--- src/rtl/core/tcw_pkg.sv ---
// ----------------------------------------------------------------------------
// tcw_pkg
// Shared types and constants of the text console writer: opcodes, the
// classified command that passes from the front end to the executor, and
// the character codes.
// ----------------------------------------------------------------------------
`default_nettype none

package tcw_pkg;

  localparam int DEF_COLUMNS = 80;
  localparam int DEF_ROWS    = 25;

  localparam logic [7:0] NEWLINE_CODE = 8'd10;
  localparam logic [7:0] BLANK_CODE   = 8'd32;
  localparam logic [7:0] RESET_ATTR   = 8'd15;

  typedef enum logic [2:0] {
    OP_PUT_CHAR  = 3'd0,
    OP_CLEAR_ROW = 3'd1,
    OP_CLEAR_ALL = 3'd2,
    OP_SET_ATTR  = 3'd3,
    OP_READ_CELL = 3'd4
  } opcode_t;

  typedef enum logic [2:0] {
    K_PUT,
    K_CLEAR_ROW,
    K_CLEAR_ALL,
    K_SET_ATTR,
    K_READ,
    K_NOP
  } cmd_kind_t;

  typedef struct packed {
    cmd_kind_t  kind;
    logic       err;
    logic       newline;
    logic [7:0] ch;
    logic [4:0] row;
    logic [6:0] col;
    logic [7:0] attr;
  } cmd_t;

endpackage

`default_nettype wire

--- src/rtl/core/tcw_if.sv ---
// ----------------------------------------------------------------------------
// tcw_if
// Valid/ready channels of the text console writer: the request channel
// carrying one operation and the response channel carrying its result.
// ----------------------------------------------------------------------------
`default_nettype none

interface tcw_req_if;
  logic       valid;
  logic       ready;
  logic [2:0] opcode;
  logic [7:0] char_code;
  logic [4:0] row_index;
  logic [6:0] read_column;
  logic [7:0] new_attribute;

  modport source (output valid, opcode, char_code, row_index, read_column,
                  new_attribute, input ready);
  modport sink   (input valid, opcode, char_code, row_index, read_column,
                  new_attribute, output ready);
endinterface


`default_nettype wire

--- src/rtl/core/tcw_front.sv ---
// ----------------------------------------------------------------------------
// tcw_front
// Request front end: accepts items, range-checks rows and columns, turns the
// opcode into a command kind and registers the command for the queue.
// ----------------------------------------------------------------------------
`default_nettype none

module tcw_front #(
  parameter int SCREEN_COLUMNS = tcw_pkg::DEF_COLUMNS,
  parameter int SCREEN_ROWS    = tcw_pkg::DEF_ROWS
) (
  input  wire logic          clk,
  input  wire logic          rst,
  input  wire logic          init_done,
  tcw_req_if.sink            req,
  output tcw_pkg::cmd_t      push_cmd,
  output logic               push_valid,
  input  wire logic          push_ready
);
  import tcw_pkg::*;

  logic stage_valid;
  cmd_t stage_cmd;
  cmd_t cmd_next;
  logic row_bad;
  logic col_bad;

  assign row_bad = req.row_index >= 5'(SCREEN_ROWS);
  assign col_bad = req.read_column >= 7'(SCREEN_COLUMNS);

  always_comb begin
    cmd_next.kind    = K_NOP;
    cmd_next.err     = 1'b0;
    cmd_next.newline = req.char_code == NEWLINE_CODE;
    cmd_next.ch      = req.char_code;
    cmd_next.row     = req.row_index;
    cmd_next.col     = req.read_column;
    cmd_next.attr    = req.new_attribute;
    case (req.opcode)
      OP_PUT_CHAR:  cmd_next.kind = K_PUT;
      OP_CLEAR_ROW: begin
        if (row_bad) begin
          cmd_next.err = 1'b1;
        end else begin
          cmd_next.kind = K_CLEAR_ROW;
        end
      end
      OP_CLEAR_ALL: cmd_next.kind = K_CLEAR_ALL;
      OP_SET_ATTR:  cmd_next.kind = K_SET_ATTR;
      OP_READ_CELL: begin
        if (row_bad || col_bad) begin
          cmd_next.err = 1'b1;
        end else begin
          cmd_next.kind = K_READ;
        end
      end
      default:      cmd_next.kind = K_NOP;
    endcase
  end

  // hold off new items during the post-reset clearing pass
  assign req.ready  = init_done && (!stage_valid || push_ready);
  assign push_valid = stage_valid;
  assign push_cmd   = stage_cmd;

  always_ff @(posedge clk) begin
    if (rst) begin
      stage_valid <= 1'b0;
    end else if (req.valid && req.ready) begin
      stage_valid <= 1'b1;
    end else if (push_ready) begin
      stage_valid <= 1'b0;
    end
  end

  always_ff @(posedge clk) begin
    if (req.valid && req.ready) begin
      stage_cmd <= cmd_next;
    end
  end

endmodule

`default_nettype wire

--- src/flat_wrapper.sv ---
// flat-port wrapper written by rule: the top's interface ports become plain ports
module tcw_front_flat import tcw_pkg::*;
#(
  parameter int SCREEN_COLUMNS = tcw_pkg::DEF_COLUMNS,
  parameter int SCREEN_ROWS    = tcw_pkg::DEF_ROWS
)
  (clk, rst, init_done, push_cmd, push_valid, push_ready, req_valid, req_opcode, req_char_code, req_row_index, req_read_column, req_new_attribute, req_ready);
  tcw_req_if req_i ();
  input  wire logic clk;
  input  wire logic rst;
  input  wire logic init_done;
  output tcw_pkg::cmd_t push_cmd;
  output logic push_valid;
  input  wire logic push_ready;
  input wire logic [$bits(req_i.valid)-1:0] req_valid;
  input wire logic [$bits(req_i.opcode)-1:0] req_opcode;
  input wire logic [$bits(req_i.char_code)-1:0] req_char_code;
  input wire logic [$bits(req_i.row_index)-1:0] req_row_index;
  input wire logic [$bits(req_i.read_column)-1:0] req_read_column;
  input wire logic [$bits(req_i.new_attribute)-1:0] req_new_attribute;
  output wire logic [$bits(req_i.ready)-1:0] req_ready;
  assign req_i.valid = req_valid;
  assign req_i.opcode = req_opcode;
  assign req_i.char_code = req_char_code;
  assign req_i.row_index = req_row_index;
  assign req_i.read_column = req_read_column;
  assign req_i.new_attribute = req_new_attribute;
  assign req_ready = req_i.ready;
  tcw_front #(.SCREEN_COLUMNS(SCREEN_COLUMNS), .SCREEN_ROWS(SCREEN_ROWS)) u_core (.clk(clk), .rst(rst), .init_done(init_done), .req(req_i), .push_cmd(push_cmd), .push_valid(push_valid), .push_ready(push_ready));
endmodule
--- config.mk ---
export PLATFORM = sky130hd
export DESIGN_NAME = tcw_front_flat
export DESIGN_NICKNAME = d
export VERILOG_FILES = /design/src/rtl/core/tcw_pkg.sv /design/src/rtl/core/tcw_if.sv /design/src/rtl/core/tcw_front.sv /design/src/flat_wrapper.sv
export SDC_FILE = /design/constraint.sdc
export NUM_CORES = 1
export LEC_CHECK = 0
export ABC_AREA = 1
export BUFFER_PORTS_ARGS = -buffer_cell sky130_fd_sc_hd__buf_2
export CORE_UTILIZATION = 35
export CTS_CLUSTER_SIZE = 25
export DETAILED_ROUTE_END_ITERATION = 10
export HOLD_SLACK_MARGIN = 0.12
export PLACE_DENSITY = 0.79
export SLEW_MARGIN = 25
export SYNTH_ARGS = -nofsm -noshare
export SYNTH_HDL_FRONTEND = slang
export SYNTH_SLANG_ARGS = --single-unit
export TNS_END_PERCENT = 100
--- constraint.sdc ---
create_clock -name clk -period 5.91 [get_ports clk]
set_clock_uncertainty 0.1 [all_clocks]
set_input_delay 0.591 -clock clk [delete_from_list [all_inputs] [get_ports clk]]
set_output_delay 0.591 -clock clk [all_outputs]
set_load 0.02 [all_outputs]
# ---- Word-level counts from Yosys, hierarchy flattened
# Index checks and enable logic that the tools add are counted.
# Widths: inputs -> output; s select.
dict set report word_totals {
  regBits 34
  in_bits 36
  output_inout_bits 35
  elab_cells 30
}
dict set report op_classes {
  n_lt_le_gt_ge 2
  n_eq_ne 5
  muxes 8
  n_reduce_logical 7
}
# operator n
set op_table {}
lappend op_table {{$pmux 3 s5} 1}
lappend op_table {{$eq 8x4->1 const B} 1}
lappend op_table {{$ge 7x7->1 const B} 1}
lappend op_table {{$eq 3x2->1 const B} 2}
lappend op_table {{$ge 5x5->1 const B} 1}
lappend op_table {{$mux 1} 5}
lappend op_table {{$eq 3x1->1 const B} 1}
lappend op_table {{$eq 3x3->1 const B} 1}
lappend op_table {{$logic_not 3->1} 1}
lappend op_table {{$mux 3} 1}
lappend op_table {{$logic_and 1x1->1} 2}
lappend op_table {{$logic_or 1x1->1} 2}
lappend op_table {{$pmux 1 s2} 1}
lappend op_table {{$reduce_bool 2->1} 1}
lappend op_table {{$logic_not 1->1} 1}

# ---- Longest topological paths before layout
# Gate-level depths: netlist of the first run.
dict set report depth {
  word_depth 5
  mapped_depth 6
  ltp_nobuf 6
}

# ---- Worst setup path after synthesis of the first run
# OpenSTA, ideal clock, no wires.
dict set report synth_path {
  kind {in2reg}
  startpoint {input port init_done}
  endpoint {register u_core.stage_cmd (netlist bit u_core.push_cmd[0]) (enable)}
  setup_time_ps 464
  t_arrival_ps 2947
  t_required_ps 5346
  setup_slack_ps 2399
  stages 2
  n_path_buf 0
  cell_sequence {inv_1 -> nor3_1}
}
dict set report synth_via {
  elab_chain_len 2
}
# element line
set synth_lines {}
lappend synth_lines {{start, declared} flat_wrapper.sv:11} ;# input wire logic init_done;
lappend synth_lines {{$logic_and 1x1->1} tcw_front.sv:62} ;# assign req.ready = init_done && (!stage_valid || push_ready);
lappend synth_lines {{$logic_and 1x1->1} tcw_front.sv:77} ;# if (req.valid && req.ready) begin
lappend synth_lines {{end signal, assigned} tcw_front.sv:78} ;# stage_cmd <= cmd_next;
lappend synth_lines {{end, declared} tcw_front.sv:23} ;# cmd_t stage_cmd;
# No other way between the ends.
# A chain may end at the register's enable or synchronous reset.

# ---- Worst setup path in the final report of the first run
dict set report layout_path {
  startpoint {register u_core.stage_valid, in the netlist u_core.push_valid}
  endpoint {output port req_ready}
}
dict set report layout_via {
  elab_chain_len 3
}
# element line
set layout_lines {}
lappend layout_lines {{start, declared} tcw_front.sv:22} ;# logic stage_valid;
lappend layout_lines {{start signal, assigned} tcw_front.sv:68} ;# stage_valid <= 1'b0;
lappend layout_lines {{start signal, assigned} tcw_front.sv:70} ;# stage_valid <= 1'b1;
lappend layout_lines {{start signal, assigned} tcw_front.sv:72} ;# stage_valid <= 1'b0;
lappend layout_lines {{$logic_not 1->1} tcw_front.sv:62}
lappend layout_lines {{$logic_or 1x1->1} tcw_front.sv:62}
lappend layout_lines {{$logic_and 1x1->1} tcw_front.sv:62}
lappend layout_lines {{end, declared} flat_wrapper.sv:21} ;# output wire logic [$bits(req_i.ready)-1:0] req_ready;
# No other way between the ends.

==> metrics.md, run 1 <==
| Metric | Value |
|---|---|
| Seq cells post-synth | `34` |
| Slew headroom | `74.1%` |
| Vias after detailed routing | `804` |
| Clock transition at path regs | `0.09 ns` |
| Most frequent cell after synthesis | `edfxtp_1` |
| Top area cells in the synthesized netlist | `edfxtp_1, nand2_1, inv_1` |
| Initial antenna violation count | `0` |
| Fmax | `558 MHz` |
| Ys async rst share | `0%` |
| Critical-path cell list | `inv_1, nor2_1, nor2_1, buf_2` |
| RSZ-0062 raised after global routing | `no` |
| Mapped Cells | `71` |
| Max VDD drop | `0.0000919 V` |
| Setup Fix Bufs, Post-CTS | `0` |
| Pins Over Slew Limit | `0` |
| Crit path buf inv count | `2` |
| Layout cells sized above 1 | `53.3%` |
| Vias per inst | `4.14` |
| Seq/Total Area, Yosys | `86.7%` |
| Drt pass-1 iters | `4` |
| Core ar. | `3100 µm²` |
| Cell taking the most area after synthesis | `edfxtp_1` |
| Die ar. | `3570 µm²` |
| Critical path's largest stage delay | `0.36 ns` |
| Area share of the largest cell type after synthesis | `85.0%` |
| Hold-fix buffers at CTS | `0` |
| Initial core utilization | `37.6%` |
| Number of gates resized after CTS | `0` |
| P&R area growth vs syn | `40.1%` |
| Congestion Overflow GR | `0` |
| WP depth | `4` |
| CP max FO | `2` |
| Hpwl dp | `1640 µm` |
| First-pass GRT wire length | `3010 µm` |
| Clk_lat worst skew | `0.32 ns` |
| Worst hold slack | `0.338 ns` |
| Most numerous cell on the critical path | `nor2_1` |
| Die H | `59.7 µm` |
| Power density cells | `269 nW/µm²` |
| Fin crit share | `30.3%` |
| Worst hold path class | `in2reg` |
| Hold Vio Cnt, Final | `0` |
| Syn_nets | `107` |
| H-tree Lvls | `2` |
| Routed WL per cell | `10.7 µm` |
| CTS root buf | `clkbuf_4` |
| Run status | `complete, no violations` |
| FF+latch area | `1010 µm²` |
| Initial DRC Count | `12` |
| Hold depth | `1` |
| Setup TNS Final | `0 ns` |
| Clk buf depth | `2` |
| TritonCTS clock tree | `yes` |
| CP Data Arrival Time | `1.10 ns` |
| CP top delay family | `flip-flops` |
| Post-synth EDFFs | `33` |
| Die Span X | `59.7 µm` |
| Max-Cap Viols | `0` |
| Total of warnings raised by yosys | `0` |
| Final setup violation count | `0` |
| Port bufs | `70` |
| CP Class | `reg2out` |
| Yosys cell types | `13` |
| Filler instances | `297` |
| Reg2reg path depth | `4` |
| Syn Area/Cell | `16.4 µm²` |
| Crit. End Element | `output port` |
| Row cnt | `20` |
| Top cells by count, synth | `edfxtp_1, nand2_1, inv_1` |
| Cell Area, Synth | `1170 µm²` |
| Slowest-stage cell, CP | `dfxtp_1` |
| Area of the multi-input gates | `119 µm²` |
| Final Critical Period | `1.79 ns` |
| Least-Margin Pin Slew | `0.388 ns` |
| Top_reg_cell synth | `edfxtp_1` |
| CP Launch Type | `flop` |
| P_leak | `0.743 nW` |
| GRT Util Overall | `12.9%` |
| Gpl congestion | `0.708` |
| TritonCTS buffer count | `5` |
| IO Pins | `71` |
| Vias in the first global route | `751` |
| ANT nets after route | `0` |
| DRC Markers | `0` |
| Ant diodes | `0` |
| Clock sink total | `34` |
| Largest net degree at the start of global routing | `34` |
| Routed Wire Length | `2070 µm` |
| Nets | `185` |
| Required time worst endpoint | `5.22 ns` |
[power breakdown]
group	internal (mW)	total [mW]	switching (mW)
sequential	0.276	0.279	0.00227
clock	0.0446	0.113	0.0688
combinational	0.0178	0.0471	0.0293
[per-stage QoR]
step | cell area (µm²) | setup slack, ns | instances | util (%) | power [mW]
after global placement | 1580 | 4.17 | 186 | 51.0 | 0.331
after floorplan | 1170 | 2.40 | 71 | - | 0.308
after global routing | 1630 | 4.00 | 194 | 52.7 | 0.461
final | 1630 | 4.12 | 194 | 52.7 | 0.439
after detailed placement | 1580 | 4.16 | 186 | 51.0 | 0.332
after CTS | 1630 | 4.10 | 194 | 52.7 | 0.445
[state kept, by name, indices dropped and copies added (netlist names)]
signal / flops
u_core.push_valid: 1
u_core.push_cmd: 33
[placed cells by master (no fill, tap or decap)]
master and instances:
nor3_2 2, inv_2 1, nand3_1 1, nand4_1 1
a21oi_1 1, edfxtp_1 33, dfxtp_1 1, buf_2 70
o22ai_1 1, clkinv_1 1, nand2_1 11, o21ai_0 1
clkinv_2 1, nor2_1 8, buf_4 1, inv_1 10
clkbuf_1 1, clkbuf_4 5
[cell type report]
class	count	area share [%]
Tap cell	44	3.37
Timing Repair Buffer	71	21.9
Sequential cell	34	61.9
Clock inverter	2	0.536
Inverter	11	2.53
Multi-Input combinational cell	26	7.27
Clock buffer	6	2.53
[path summary, 6_finish.rpt]
check | to | slack (ns) | startpoint
setup / recovery | req_ready | 4.12 | u_core.push_valid
hold / removal | u_core.push_cmd[7] | 0.34 | req_new_attribute[7]
setup reg to reg | u_core.push_cmd[13] | 4.52 | u_core.push_valid
hold reg to reg | u_core.push_valid | 0.51 | u_core.push_valid
[per-layer routing]
layer / part of all wire (%) / routed length (µm) / global-route usage [%]
met1: 35 / 734 / 10.0
met3: 12 / 243 / 8.23
met4: 0.87 / 18 / 7.97
met2: 52 / 1070 / 23.0
met5: 0 / 0 / 0
[kinds of logic (layout without fill, tap and decap cells)]
group                  Yosys count  in the layout  synth area share (%)
AOI/OAI and AO/OA                3              3                  1.39
buffers and inverters           11             90                  3.54
and+or+nand+nor                 23             23                  8.37
DFF                             34             34                  86.7
[worst reg2reg max path, delay by kind of cell, from the launching register on]
| kind | cells | cell delay, ns |
|---|---|---|
| buffers and inverters | 2 | 0.45 |
| flip-flops | 1 | 0.33 |
| AND/OR/NAND/NOR | 2 | 0.16 |
No activity file was read; power rests on OpenSTA's default activity.
==> inputs of run 2 (changes only) <==
--- a/config.mk
+++ b/config.mk
@@ -11,7 +11,7 @@
 export CTS_CLUSTER_SIZE = 25
 export DETAILED_ROUTE_END_ITERATION = 10
 export HOLD_SLACK_MARGIN = 0.12
-export PLACE_DENSITY = 0.79
+export PLACE_DENSITY = 0.82
 export SLEW_MARGIN = 25
 export SYNTH_ARGS = -nofsm -noshare
 export SYNTH_HDL_FRONTEND = slang
==> constraint.sdc (replaced) <==
create_clock -name clk -period 1.6 [get_ports clk]
set_clock_uncertainty 0.1 [all_clocks]
set_input_delay 0.16 -clock clk [delete_from_list [all_inputs] [get_ports clk]]
set_output_delay 0.16 -clock clk [all_outputs]
set_load 0.02 [all_outputs]
==> metrics.md, run 2 (synthesis results as in run 1) <==
| Metric | Value |
|---|---|
| Run status | `complete, no violations` |
| Crit. End Element | `flop` |
| Placed Cells | `187` |
| CP max FO | `3` |
| Filler instances | `254` |
| Sequential Power Share | `60.5%` |
| Gpl congestion | `0.683` |
| Ant diodes | `0` |
| Vias per inst | `4.21` |
| Hold Vio Cnt, Final | `0` |
| Clock Power Share | `24.6%` |
| Slew headroom | `86.7%` |
| Worst hold path class | `in2reg` |
| CP Class | `in2reg` |
| Hold depth | `4` |
| Finished Layout Cells | `229` |
| Final setup violation count | `0` |
| IO Pins | `71` |
| Vias in the first global route | `961` |
| TritonCTS clock tree | `yes` |
| Vias after detailed routing | `965` |
| Initial core utilization | `37.6%` |
| Most numerous cell on the critical path | `dlygate4sd3_1` |
| DRC Markers | `0` |
| Clock transition at path regs | `0.10 ns` |
| Power Internal | `1.31 mW` |
| Slowest-stage cell, CP | `dlygate4sd3_1` |
| Max-Cap Viols | `0` |
| Reg2reg path depth | `5` |
| Routed Wire Length | `2700 µm` |
| Comb pwr share | `15.0%` |
| P_leak | `0.896 nW` |
| Row cnt | `20` |
| Initial antenna violation count | `0` |
| Max VDD drop | `0.000526 V` |
| FF+latch area | `1010 µm²` |
| Die H | `59.7 µm` |
| Power density cells | `844 nW/µm²` |
| Critical-path cell list | `dlygate4sd3_1, buf_2, inv_2, nor2_1, dlygate4sd3_1` |
| Number of gates resized after CTS | `0` |
| Post-route setup slack | `0.0965 ns` |
| Die Span X | `59.7 µm` |
| Nets | `220` |
| Switch share | `22.9%` |
| Fin crit share | `94.0%` |
| Die ar. | `3570 µm²` |
| First-pass GRT wire length | `4070 µm` |
| Commonest non-fill, non-tap cell in the layout | `buf_2` |
| CTS root buf | `clkbuf_4` |
| Largest net degree at the start of global routing | `22` |
| Initial DRC Count | `17` |
| H-tree Lvls | `2` |
| Final Critical Period | `1.50 ns` |
| Routed WL per cell | `11.8 µm` |
| Hpwl dp | `1730 µm` |
| Switching power | `0.390 mW` |
| P&R area growth vs syn | `72.7%` |
| CP Data Arrival Time | `1.48 ns` |
| Layout cells sized above 1 | `45.4%` |
| Fmax | `665 MHz` |
| Pins Over Slew Limit | `0` |
| Port bufs | `70` |
| Max reg flops | `33` |
| Critical path's largest stage delay | `0.54 ns` |
| Least-Margin Pin Slew | `0.199 ns` |
| Clk_lat worst skew | `0.32 ns` |
| ANT nets after route | `0` |
| Most frequent cells in the layout | `buf_2, dlygate4sd3_1, edfxtp_1` |
| CP Launch Type | `input pin` |
| Setup Fix Bufs, Post-CTS | `0` |
| Area of the multi-input gates | `133 µm²` |
| GRT Util Overall | `16.5%` |
| RSZ-0062 raised after global routing | `no` |
| TritonCTS buffer count | `5` |
| Pre-CTS setup slack | `0.311 ns` |
| Required time worst endpoint | `1.58 ns` |
| Congestion Overflow GR | `0` |
| Core ar. | `3100 µm²` |
| Clock sink total | `34` |
| Clk buf depth | `2` |
| Drt pass-1 iters | `4` |
-- run 2: cell count changes in the layout (fill, tap and decap cells not counted), sizes merged --
cell         delta
dlygate4sd3    +34
buf             +1
-- run 2: worst paths after layout --
check               startpoint                  end  slack (ns)
max              req_opcode[1]  u_core.push_cmd[31]         0.1
min                  req_valid   u_core.push_cmd[9]        0.32
max reg2reg  u_core.push_valid    u_core.push_valid        0.26
min reg2reg  u_core.push_valid   u_core.push_cmd[9]        0.80
-- run 2: repair_timing --
action | 4_1_cts | 5_1_grt
hold buffers | 34 | 1
hold endpoints to repair | 33 | 1
endpoints found under the setup margin | 0 | 1
-- run 2: final cells by class --
class                      instances  area share (%)
tap                               44            2.73
timing repair buffer             106            35.7
clock buffer                       6            2.05
inverter                          11            2.17
clock inverter                     2           0.435
sequential                        34            50.4
multi-input combinational         26            6.58
-- run 2: worst max-delay path: cells and delay by family --
family	cells	cell delay (ns)
buffers and inverters	4	1.29
and+or+nand+nor	1	0.03
-- run 2: layer usage --
layer  global-route usage (%)  vias to the layer above  routed length [µm]
met2                     32.4                       50                1500
met3                     5.41                        5                 200
met1                     15.2                      439                 969
met5                        0                        -                   0
li1                         -                      471                   -
met4                     6.98                        0                  32
-- run 2: through the flow --
stage / instance area (µm²) / hold WS [ns] / TNS [ns] / power (mW) / util, %
3_3_place_gp: 1620 / 0.237 / 0 / 1.23 / 52.3
3_5_place_dp: 1620 / 0.239 / 0 / 1.24 / 52.3
6_report: 2010 / 0.318 / 0 / 1.70 / 64.9
4_1_cts: 2010 / 0.165 / 0 / 1.72 / 64.9
5_1_grt: 2010 / 0.309 / 0 / 1.79 / 64.9
2_1_floorplan: 1190 / 0.159 / -6.82 / 1.14 / -
-- run 2: power groups by stage --
stage	sequential, mW	combinational, mW	clock, mW
3_3_place_gp	1.05	0.183	0
4_1_cts	1.03	0.254	0.440
3_5_place_dp	1.05	0.190	0
5_1_grt	1.03	0.276	0.480
2_1_floorplan	1.10	0.0403	0
6_report	1.03	0.255	0.418
