$ cat src/rtl/core/tcw_pkg.sv
// ----------------------------------------------------------------------------
// tcw_pkg
// Shared types and constants of the text console writer: opcodes, the
// classified command that passes from the front end to the executor, and
// the character codes.
// ----------------------------------------------------------------------------
`default_nettype none

package tcw_pkg;

  localparam int DEF_COLUMNS = 80;
  localparam int DEF_ROWS    = 25;

  localparam logic [7:0] NEWLINE_CODE = 8'd10;
  localparam logic [7:0] BLANK_CODE   = 8'd32;
  localparam logic [7:0] RESET_ATTR   = 8'd15;

  typedef enum logic [2:0] {
    OP_PUT_CHAR  = 3'd0,
    OP_CLEAR_ROW = 3'd1,
    OP_CLEAR_ALL = 3'd2,
    OP_SET_ATTR  = 3'd3,
    OP_READ_CELL = 3'd4
  } opcode_t;

  typedef enum logic [2:0] {
    K_PUT,
    K_CLEAR_ROW,
    K_CLEAR_ALL,
    K_SET_ATTR,
    K_READ,
    K_NOP
  } cmd_kind_t;

  typedef struct packed {
    cmd_kind_t  kind;
    logic       err;
    logic       newline;
    logic [7:0] ch;
    logic [4:0] row;
    logic [6:0] col;
    logic [7:0] attr;
  } cmd_t;

endpackage

`default_nettype wire

$ cat src/rtl/core/tcw_cmd_queue.sv
// ----------------------------------------------------------------------------
// tcw_cmd_queue
// Two-entry command queue between the front end and the executor.
// ----------------------------------------------------------------------------
`default_nettype none

module tcw_cmd_queue (
  input  wire logic          clk,
  input  wire logic          rst,
  input  wire tcw_pkg::cmd_t push_cmd,
  input  wire logic          push_valid,
  output logic               push_ready,
  output tcw_pkg::cmd_t      pop_cmd,
  output logic               pop_valid,
  input  wire logic          pop
);
  import tcw_pkg::*;

  cmd_t       slots [2];
  logic       wr_ptr;
  logic       rd_ptr;
  logic [1:0] count;
  logic       do_push;
  logic       do_pop;

  assign push_ready = count != 2'd2;
  assign pop_valid  = count != 2'd0;
  assign pop_cmd    = slots[rd_ptr];
  assign do_push    = push_valid && push_ready;
  assign do_pop     = pop && pop_valid;

  always_ff @(posedge clk) begin
    if (rst) begin
      wr_ptr <= 1'b0;
      rd_ptr <= 1'b0;
      count  <= 2'd0;
    end else begin
      if (do_push) begin
        wr_ptr <= !wr_ptr;
      end
      if (do_pop) begin
        rd_ptr <= !rd_ptr;
      end
      if (do_push && !do_pop) begin
        count <= count + 2'd1;
      end else if (do_pop && !do_push) begin
        count <= count - 2'd1;
      end
    end
  end

  always_ff @(posedge clk) begin
    if (do_push) begin
      slots[wr_ptr] <= push_cmd;
    end
  end

endmodule

`default_nettype wire

$ cat config.mk
export PLATFORM = sky130hd
export DESIGN_NAME = tcw_cmd_queue
export DESIGN_NICKNAME = d
export VERILOG_FILES = /design/src/rtl/core/tcw_pkg.sv /design/src/rtl/core/tcw_cmd_queue.sv
export SDC_FILE = /design/constraint.sdc
export NUM_CORES = 1
export LEC_CHECK = 0
export BUFFER_PORTS_ARGS = -buffer_cell sky130_fd_sc_hd__buf_4
export CORE_UTILIZATION = 46
export DETAILED_ROUTE_END_ITERATION = 16
export PLACE_DENSITY_LB_ADDON = 0.25
export SYNTH_ARGS = -nofsm -noshare
export SYNTH_HDL_FRONTEND = slang
export SYNTH_SLANG_ARGS = --single-unit
$ cat constraint.sdc
create_clock -name clk -period 1.7 [get_ports clk]
set_clock_uncertainty 0.05 [all_clocks]
set_input_delay 0.085 -clock clk [delete_from_list [all_inputs] [get_ports clk]]
set_output_delay 0.085 -clock clk [all_outputs]
set_load 0.01 [all_outputs]
======== Word-level counts from Yosys, hierarchy flattened ========
Memories as Yosys holds them, arrays and structs flattened. A register that Yosys moved wholly into a read port is not among the register bits.
Cells that the tools add are included.
operators by class
  reduce and logical (&&, ||, !) cells .... 10
  $lt $le $gt $ge ......................... 0
  bitwise gates (word level) .............. 0
  div/mod/pow operators ................... 0
  multipliers ............................. 0
  shift-type cells ........................ 0
  multiplexer cells ....................... 6
  add/sub/neg operators ................... 2
  equal/unequal tests ..................... 1
operator list
  operator                                          number
  logical AND 1 bit                                 4
  zero test 1 bit                                   4
  2-to-1 mux 1 bit                                  4
  2-to-1 mux 2 bit                                  2
  nonzero test 2 bit                                2
  adder 2 x 1 -> 2 bit, second input constant       1
  inequality test 2 bit, second input constant      1
  subtractor 2 x 1 -> 2 bit, second input constant  1
word-level totals
  RAM bits ................................ 66
  bits in latches ......................... 0
  bits in registers ....................... 4
  memories kept ........................... 1
  output and inout bits ................... 35
  logic and storage cells ................. 23
  bits in read-only memories .............. 0
memories
  name   depth  bits a word  read ports  clocked after Yosys merged registers in  write ports  line                 source
  slots  2      33           1           1                                        1            tcw_cmd_queue.sv:19  cmd_t slots [2];

======== Longest topological paths before layout ========
Gate-level depths: netlist of the first run.
  depth after elaboration ................. 6
  mapped depth ............................ 6
  gate-level depth less buffers ........... 6

======== Least setup slack after synthesis of the first run ========
OpenSTA, ideal clock, no wires.
  kind .................................... register to register
  start ................................... register count[0]
  end ..................................... memory slots[1][0] (netlist name), enable pin
  slack ................................... -0.237 ns
  buffers on the path ..................... 0
  arrival time ............................ 1.494 ns
  data required time ...................... 1.257 ns
  period minus slack after synthesis ...... 1.937 ns
  cell stages (with the launch flop) ...... 3
  path through ............................ dfxtp_1 nand2b_1 and3_1
on the way
  word-level cells in the longest chain between the ends .. 4
RTL lines
  element                                 line                 source
  start: declaration                      tcw_cmd_queue.sv:22  logic [1:0] count;
  start signal: assignment                tcw_cmd_queue.sv:45  count <= count + 2'd1;
  start signal: assignment                tcw_cmd_queue.sv:47  count <= count - 2'd1;
  inequality test 2 bit                   tcw_cmd_queue.sv:26  assign push_ready = count != 2'd2;
  via push_ready                          tcw_cmd_queue.sv:12  output logic push_ready,
  logical AND 1 bit                       tcw_cmd_queue.sv:29  assign do_push = push_valid && push_ready;
  2-to-1 mux 1 bit                        tcw_cmd_queue.sv:53  if (do_push) begin
  2-to-1 mux 1 bit (not written as such)  tcw_cmd_queue.sv:54  slots[wr_ptr] <= push_cmd;
  end: declaration                        tcw_cmd_queue.sv:19
The timed path passes the listed nets, and every way through them passes these cells.

======== Worst setup path after layout of the first run ========
  start ................................... register count[0]
  end ..................................... register count[1]
on the way
  word-level cells in the longest chain between the ends .. 5
  elaborated cells on any way between the ends .. 13
  those cells by class .................... add/sub: 2; eq/ne: 1; mux: 2; reduce/logical: 8
RTL lines
  element                       line                 source
  inequality test 2 bit *       tcw_cmd_queue.sv:26
  logical AND 1 bit *           tcw_cmd_queue.sv:29
  via do_push                   tcw_cmd_queue.sv:23  logic do_push;
  zero test 1 bit               tcw_cmd_queue.sv:46  end else if (do_pop && !do_push) begin
  logical AND 1 bit             tcw_cmd_queue.sv:46
  nonzero test 2 bit (no line)  --
Mark *: on every way through the listed nets, which the timed path passes. The rest lies on a longest branch. The select of a mux whose other input is x is not followed.
A chain may end at the register's enable or synchronous reset.

==> impl_results.md, run 1 <==
- Antenna violations before repair: 0
- Gate Count Post-Synth: 127
- Post-detailed-route count of antenna-violating nets: 0
- Post-Syn Area per Cell: 20.4 sq um
- Hold Startpoint: push_valid
- Starting Density: 49.3%
- Leakage: 1.44 nW
- Die footprint: 0.00595 sq mm
- Sequential area share after synthesis: 80.2%
- Pre-CTS setup slack: 0.0516 ns
- Req. time, crit path: 1.91 ns
- Layout Area Growth over Synthesis: 46.0%
- GRT Util Overall: 17.5%
- Die width: 77.1 um
- Startpoint Class: register
- Endpoints failing setup: 0
- Die height: 77.1 um
- Synthesis-stage register bit count: 71
- Sw power: 1.30 mW
- Maxcap violations: 0
- Initial DRC count: 36
- Pwr Density: 1310 mW/mm^2
- Hold path endpoint: wr_ptr
- Post-synth net total: 165
- Largest fanout on the critical path: 5
- Area after DPL: 0.00326 sq mm
- Max Clock Freq: 611 MHz
- Clock power share: 24.6%
- Power share of the sequential group: 45.5%
- Final design utilization: 71.9%
- Status: complete, no violations
- CTS root buf: clkbuf_8
- Synth Area in Simple Gates: 1.93%
- Post-Synth Adder-Cell Area: 0.482%
- Total grt overflow: 0
- Switch share: 26.1%
- Worst Path Arrival: 1.84 ns
- Final wirelength: 4960 um
- Boundary pin count: 72
- First-pass GRT wire length: 7530 um
- Period utilization: 96.3%
- XOR/XNOR Fraction of Synth Area: 1.01%
- Clk Latency, worst-skew pair: 0.32 ns
- Unrepaired setup endpoints after global routing: yes
- Pwr Total: 4.98 mW
- Cell Area, Synth: 0.00260 sq mm
- Detailed Place HPWL: 3030 um
- Post-synthesis compound-gate area fraction: 1.16%
- CTS tree: done
- Worst r2r dst: count[1]
- Sinks on Clock Net: 71
- Clk pin slew, worst setup/hold paths: 0.07 ns
- H-tree depth: 3
- Antenna fix cells: 0
- Hold Path Depth: 3
- Post-synthesis mux area share: 14.3%
- Internal power: 3.68 mW
- Residual DRC: 0
- Cell taking the most area after synthesis: edfxtp_1
- Min Tclk post-route: 1.64 ns
- Number of post-CTS setup repair buffers: 0
- Largest family of logic cells by synthesized area: multiplexers
- Pre-Repair DR Iteration Count: 4
- TritonCTS Buffers: 9
- Share of cells above drive strength 1: 51.0%
- Top cell type's share of synthesized area: 76.3%
- Number of vias after detailed routing: 1537
- Final hold violations: 0
- PortBufs: 71
- Slew Viols, Final: 0
- Per-cell routed wire length: 15.5 um
- FF-to-FF path depth: 5
- Max clock buf depth: 2
- Row cnt: 26
- Vias in the first global route: 1629
- Vias per cell: 4.82
- Routability congestion estimate from global placement: 0.721
- Part of the power in combinational logic: 29.9%
- Yosys warnings: 0
- R2r startpoint: count[0]
- Setup total negative slack: 0 ns
- Final instance area: 0.00379 sq mm
- Reg2reg setup slack: 0.06 ns
- Worst setup margin: 0.0634 ns
- Slew HR: 79.4%
- Synth top area cells: edfxtp_1 (76%), mux2_2 (14%), dfxtp_1 (3.9%)
- Final net count: 282
- Critical Path End Type: register
- Yosys cell types: 17
- Slew @ Worst Pin: 0.306 ns
- Core Region: 0.00527 sq mm
- Largest net degree at the start of global routing: 34
- Min-delay worst type: in2reg
- Maximum VDD drop: 0.000925 V
- Critical path class: reg2reg
routing by layer:
metal	part of all wire (%)	GRT usage, %	vias to the layer above
met5	0	0	-
met4	1.4	8.30	0
met3	4.1	5.00	6
met2	58	33.2	52
met1	37	17.3	756
li1	-	-	723
timing repair:
action | 4_1_cts | 5_1_grt
setup endpoints to repair | 0 | 7
hold buffers | 34 | 0
resized for setup | 0 | 2
hold endpoints to repair | 71 | 0
cell usage in the layout, fill, tap and decap left out:
master / n
clkbuf_8: 9
nand3b_1: 1
buf_4: 73
dfxtp_1: 4
buf_12: 2
nor2_1: 3
a21oi_1: 2
clkbuf_1: 2
xor2_1: 3
a21bo_2: 1
clkinv_1: 1
mux2_2: 33
or2_2: 1
o21ai_0: 2
and3_2: 1
clkinv_2: 3
ha_1: 1
dlygate4sd3_1: 34
dfxtp_2: 1
and2_1: 1
clkinvlp_4: 1
buf_6: 1
bufinv_16: 1
or3_1: 1
edfxtp_1: 66
nand2b_1: 1
state kept, by name, summed over array words and instances, names as in the netlist, named ones only:
signal and count:
wr_ptr 1, count 2, slots 66, rd_ptr 1
worst max-delay path: stages, from the launching register on:
cell and delay (ns):
dfxtp_2 0.34, nand2b_1 0.17, and2_1 0.18, ha_1 0.34, or3_1 0.35, a21oi_1 0.15
cells in the mapped netlist:
master / count
edfxtp_1: 66
mux2_2: 33
dfxtp_1: 5
buf_2: 4
nor2_1: 3
xor2_1: 3
a21oi_1: 2
o21ai_0: 2
a21bo_2: 1
and2_1: 1
and3_1: 1
ha_1: 1
inv_1: 1
nand2b_1: 1
nand3b_1: 1
or2_2: 1
or3_1: 1
how the worst max path moves through the flow:
stage / from / end / slack [ns]
2_1_floorplan: count[0] / slots[0][0] / 0.06
3_3_place_gp: count[0] / count[1] / 0.16
3_5_place_dp: count[0] / count[1] / 0.05
4_1_cts: count[0] / count[1] / 0.03
5_1_grt: count[0] / count[1] / -0.001
6_report: count[0] / count[1] / 0.06
power groups by stage:
stage	clock, mW	combinational (mW)	sequential [mW]
5_1_grt	1.32	1.59	2.29
3_5_place_dp	0	1.43	2.30
6_report	1.22	1.49	2.27
2_1_floorplan	0	0.782	2.27
3_3_place_gp	0	1.39	2.28
4_1_cts	1.26	1.49	2.26
per-stage QoR:
step                instances  hold WS, ns
floorplan                 127        0.104
global placement          269        0.221
detailed placement        269        0.224
CTS                       319      0.00860
global route              319       0.0136
finish                    319       0.0210
cell type report:
type | instances | area [sq um]
clock inverters | 5 | 48.8
clock buffers | 11 | 131
multi-input cells | 51 | 492
repair buffers | 110 | 940
inverters | 1 | 7.51
well taps | 70 | 87.6
fillers | 347 | 1480
flip-flops and latches | 71 | 2080
cells by family (layout without fill, tap and decap cells):
| logic type | Yosys count | count (layout) |
|---|---|---|
| mux | 33 | 33 |
| buf+inv | 5 | 127 |
| fa+ha+maj | 1 | 1 |
| simple gates | 9 | 9 |
| compound gates | 5 | 5 |
| xor+xnor | 3 | 3 |
| flops | 71 | 71 |
Note: power is estimated with default switching activity, not from simulation.
==> run 2, diff against run 1 <==
--- a/config.mk
+++ b/config.mk
@@ -6,7 +6,9 @@
 export NUM_CORES = 1
 export LEC_CHECK = 0
 export BUFFER_PORTS_ARGS = -buffer_cell sky130_fd_sc_hd__buf_4
-export CORE_UTILIZATION = 46
+export CELL_PAD_IN_SITES_DETAIL_PLACEMENT = 1
+export CELL_PAD_IN_SITES_GLOBAL_PLACEMENT = 1
+export CORE_UTILIZATION = 39
 export DETAILED_ROUTE_END_ITERATION = 16
 export PLACE_DENSITY_LB_ADDON = 0.25
 export SYNTH_ARGS = -nofsm -noshare
==> run 2 against run 1 <==
Against the previous run: sequential share of layout area decreased by 0.44 points; sequential power about the same; utilization decreased by 12 points; non-clock buffer count increased by 1.
==> impl_results.md, run 2 (same netlist as run 1, synthesis figures left out) <==
- Pre-Repair DR Iteration Count: 2
- Endpoints failing setup: 0
- Largest net degree at the start of global routing: 34
- Worst setup margin: 0.0586 ns
- Fin cells: 327
- Largest fanout on the critical path: 5
- TritonCTS Buffers: 9
- Pwr Density: 1330 mW/mm^2
- GRT Util Overall: 16.9%
- Vias per cell: 4.71
- Die height: 83.6 um
- First-pass GRT wire length: 8790 um
- PortBufs: 71
- Critical path class: reg2reg
- Row cnt: 29
- Leakage: 1.45 nW
- Number of vias after detailed routing: 1539
- Slew @ Worst Pin: 0.253 ns
- Placed insts: 277
- Pwr Total: 5.09 mW
- Routability congestion estimate from global placement: 0.744
- Starting Density: 40.7%
- Period utilization: 96.6%
- Detailed Place HPWL: 3670 um
- Final net count: 283
- Slew HR: 83.0%
- Final design utilization: 59.9%
- Largest register FFs: 66
- Residual DRC: 0
- Share of cells above drive strength 1: 52.8%
- Req. time, crit path: 1.92 ns
- Maxcap violations: 0
- Maximum VDD drop: 0.000838 V
- Die footprint: 0.00699 sq mm
- Min-delay worst type: in2reg
- Slew Viols, Final: 0
- H-tree depth: 3
- Setup total negative slack: 0 ns
- Sinks on Clock Net: 71
- Antenna violations before repair: 0
- Critical Path End Type: register
- Max clock buf depth: 2
- Max Clock Freq: 609 MHz
- Per-cell routed wire length: 16.8 um
- Pre-CTS setup slack: -0.00638 ns
- Antenna fix cells: 0
- Boundary pin count: 72
- Commonest non-fill, non-tap cell in the layout: buf_4
- Startpoint Class: register
- Clk pin slew, worst setup/hold paths: 0.07 ns
- Final hold violations: 0
- Unrepaired setup endpoints after global routing: no
- Min Tclk post-route: 1.64 ns
- Number of post-CTS setup repair buffers: 0
- Final wirelength: 5500 um
- Top Registers: slots: 66 flops, count: 2 flops
- Die width: 83.6 um
- CTS root buf: clkbuf_8
- Initial DRC count: 57
- Clk Latency, worst-skew pair: 0.33 ns
- Total grt overflow: 0
- Post-detailed-route count of antenna-violating nets: 0
- Vias in the first global route: 1731
- Layout Area Growth over Synthesis: 47.4%
- Core Region: 0.00639 sq mm
- Worst Path Arrival: 1.86 ns
- Most frequent cells in the layout: buf_4 (74), edfxtp_1 (66), dlygate4sd3_1 (34), mux2_2 (33), clkbuf_8 (9)
- Largest register by flop count: slots
- CTS tree: done
- Status: complete, no violations
run 2: final cells by class:
cell class | count | area [sq um]
well taps | 77 | 96.3
clock inverters | 6 | 51.3
inverters | 1 | 7.51
flip-flops and latches | 71 | 2090
fillers | 599 | 2560
clock buffers | 10 | 128
multi-input cells | 51 | 510
repair buffers | 111 | 947
run 2: per-layer routing:
layer | track usage [%] | wire length [um] | vias up
met1 | 17.9 | 2110 | 753
met4 | 7.09 | 104 | 0
li1 | - | - | 728
met5 | 0 | 0 | -
met2 | 30.8 | 3030 | 45
met3 | 5.24 | 252 | 13
run 2: where the power goes:
| part | switching, mW | internal (mW) |
|---|---|---|
| Clock | 0.568 | 0.658 |
| Sequential | 0.0900 | 2.20 |
| Combinational | 0.715 | 0.864 |
| Total | 1.37 | 3.72 |
run 2: final timing paths:
path | start | endpoint | slack, ns | depth (start not counted)
worst max-delay path | count[0] | count[1] | 0.06 | 6
worst min-delay path | push_valid | wr_ptr | 0.02 | 3
worst max register to register | count[0] | count[1] | 0.06 | 6
worst min register to register | rd_ptr | rd_ptr | 0.53 | 2
run 2: through the flow:
| step | hold WS (ns) | instance area, sq um |
|---|---|---|
| 3_3_place_gp | 0.222 | 3280 |
| 2_1_floorplan | 0.104 | 2600 |
| 5_1_grt | 0.0249 | 3830 |
| 6_report | 0.0210 | 3830 |
| 4_1_cts | 0.00436 | 3800 |
| 3_5_place_dp | 0.225 | 3280 |
run 2: repair_timing:
action	in CTS	in global routing
gates resized for setup	2	7
hold buffers	34	0
gates cloned	0	0
setup endpoints to repair	1	23
pin swaps	0	2
endpoints found under the hold margin	71	0
run 2: worst max-delay path, stage by stage, from the launching register on:
cell and delay, ns:
dfxtp_4 0.37, nand2b_4 0.14, and2_1 0.16, ha_2 0.19
xor2_1 0.16, or3_4 0.38, a21oi_2 0.13
==> run 3, diff against run 2 <==
--- a/config.mk
+++ b/config.mk
@@ -8,9 +8,10 @@
 export BUFFER_PORTS_ARGS = -buffer_cell sky130_fd_sc_hd__buf_4
 export CELL_PAD_IN_SITES_DETAIL_PLACEMENT = 1
 export CELL_PAD_IN_SITES_GLOBAL_PLACEMENT = 1
+export CORE_MARGIN = 10
 export CORE_UTILIZATION = 39
 export DETAILED_ROUTE_END_ITERATION = 16
-export PLACE_DENSITY_LB_ADDON = 0.25
+export PLACE_DENSITY_LB_ADDON = 0.05
 export SYNTH_ARGS = -nofsm -noshare
 export SYNTH_HDL_FRONTEND = slang
 export SYNTH_SLANG_ARGS = --single-unit
==> run 3 against run 2 <==
Against the previous run: count of clock-buffer cells in the layout grew 3; maximum frequency grew 3.2%; flip-flop and latch count unchanged; total power decreased by 0.62%; final cell count did not move; combinational power about the same; via count decreased by 3.6%; critical path depth unchanged; setup slack better by 0.051 ns; cell area about the same; sequential share of layout area is 0.12 points lower; critical path type unchanged; critical endpoint unchanged; largest cell class unchanged.
==> impl_results.md, run 3 (same netlist as run 1, synthesis figures left out) <==
- Status: complete, no violations
- Antenna fix cells: 0
- Critical path class: reg2reg
- Number of post-CTS setup repair buffers: 0
- Starting Density: 40.4%
- CTS tree: done
- Row cnt: 29
- Routability congestion estimate from global placement: 0.696
- TritonCTS Buffers: 9
- Share of cells above drive strength 1: 51.6%
- Critical Path End Type: register
- Slew Viols, Final: 0
- Antenna violations before repair: 0
- H-tree depth: 3
- Final hold violations: 0
- Req. time, crit path: 1.91 ns
- Clk Latency, worst-skew pair: 0.33 ns
- Commonest non-fill, non-tap cell in the layout: buf_4
- First-pass GRT wire length: 8970 um
- Initial DRC count: 32
- Number of vias after detailed routing: 1484
- Max clock buf depth: 2
- Startpoint Class: register
- Final wirelength: 5670 um
- Die width: 102 um
- Pwr Total: 5.06 mW
- Largest register by flop count: slots
- GRT Util Overall: 11.5%
- Total grt overflow: 0
- Largest net degree at the start of global routing: 34
- Core Region: 0.00642 sq mm
- Post-detailed-route count of antenna-violating nets: 0
- CP startpoint: count[0]
- CTS root buf: clkbuf_8
- Pwr Density: 1320 mW/mm^2
- Slew @ Worst Pin: 0.300 ns
- Area after DPL: 0.00329 sq mm
- Worst Path Arrival: 1.80 ns
- Endpoints failing setup: 0
- Fin cells: 327
- Per-cell routed wire length: 17.3 um
- Detailed Place HPWL: 3800 um
- Most frequent cells in the layout: buf_4 (74), edfxtp_1 (66), dlygate4sd3_1 (34), mux2_2 (33), clkbuf_8 (9)
- Vias in the first global route: 1727
- Hold Startpoint: push_valid
- Pre-Repair DR Iteration Count: 4
- Boundary pin count: 72
- PortBufs: 71
- Top Registers: slots: 66 flops, count: 2 flops
- Clk pin slew, worst setup/hold paths: 0.07 ns
- Final instance area: 0.00383 sq mm
- Sinks on Clock Net: 71
- FF-to-FF path depth: 6
- CP max-delay cell: dfxtp_2
- Leakage: 1.45 nW
- R2r startpoint: count[0]
- Setup total negative slack: 0 ns
- Period utilization: 93.6%
- Unrepaired setup endpoints after global routing: no
- Residual DRC: 0
- Die height: 102 um
- Hold Path Depth: 3
- Hold_ws: 0.0232 ns
- Slew HR: 79.8%
- Max Clock Freq: 629 MHz
- Final net count: 283
- Placed insts: 277
- Largest register FFs: 66
- Layout Area Growth over Synthesis: 47.6%
- Maximum VDD drop: 0.000926 V
- Crit path largest cell delay: 0.35 ns
- Vias per cell: 4.54
- Min-delay worst type: in2reg
- Die footprint: 0.0103 sq mm
- Largest fanout on the critical path: 5
- Maxcap violations: 0
- Min Tclk post-route: 1.59 ns
- Crit path cell chain: nand2b_1, and2_1, ha_4, xor2_1, or3_1, a21oi_1
## run 3: cell types whose count changed in the layout (fill, tap and decap cells not counted), sizes merged
cell,delta
clkinv,-3
clkbuf,+3
## run 3: repair_timing
action / 4_1_cts / 5_1_grt
hold buffers: 34 / 0
resized for setup: 0 / 4
endpoints found under the setup margin: 0 / 1
hold endpoints to repair: 71 / 0
## run 3: report_power, final
| group | total [mW] | leakage [nW] | switching (mW) | internal, mW |
|---|---|---|---|---|
| Combinational | 1.55 | 0.698 | 0.702 | 0.845 |
| Clock | 1.24 | 0.0916 | 0.563 | 0.681 |
| Sequential | 2.27 | 0.658 | 0.0756 | 2.19 |
## run 3: critical path, delay by kind of cell, from the launching register on
kind,cells,cell delay (ns)
adder cells (fa/ha/maj),1,0.17
AND/OR/NAND/NOR,3,0.67
flip-flops,1,0.35
XOR/XNOR,1,0.15
AO/OA/AOI/OAI,1,0.14
## run 3: cell type report
| cell class | instances | area [sq um] |
|---|---|---|
| sequential | 71 | 2080 |
| clock buffer | 13 | 139 |
| clock inverter | 3 | 43.8 |
| timing repair buffer | 111 | 956 |
| multi-input combinational | 51 | 504 |
| inverter | 1 | 7.51 |
| fill | 582 | 2590 |
| tap | 77 | 96.3 |
## run 3: stage by stage
step | worst slack, ns | utilization [%]
after floorplan | 0.0592 | -
after global placement | 0.145 | 51.3
after detailed placement | 0.0618 | 51.3
after CTS | 0.0427 | 59.4
after global routing | 0.00221 | 59.7
final | 0.109 | 59.7
## run 3: worst paths after layout
path	endpoint	slack, ns
setup reg to reg	count[1]	0.11
hold reg to reg	count[1]	0.46
setup / recovery	count[1]	0.11
hold / removal	wr_ptr	0.02
## run 3: metal layers
layer	track usage, %	up-vias	part of all wire [%]
met2	19.8	45	53
li1	-	727	-
met1	12.0	708	39
met5	0	-	0
met4	4.95	0	0.78
met3	5.17	4	7.5
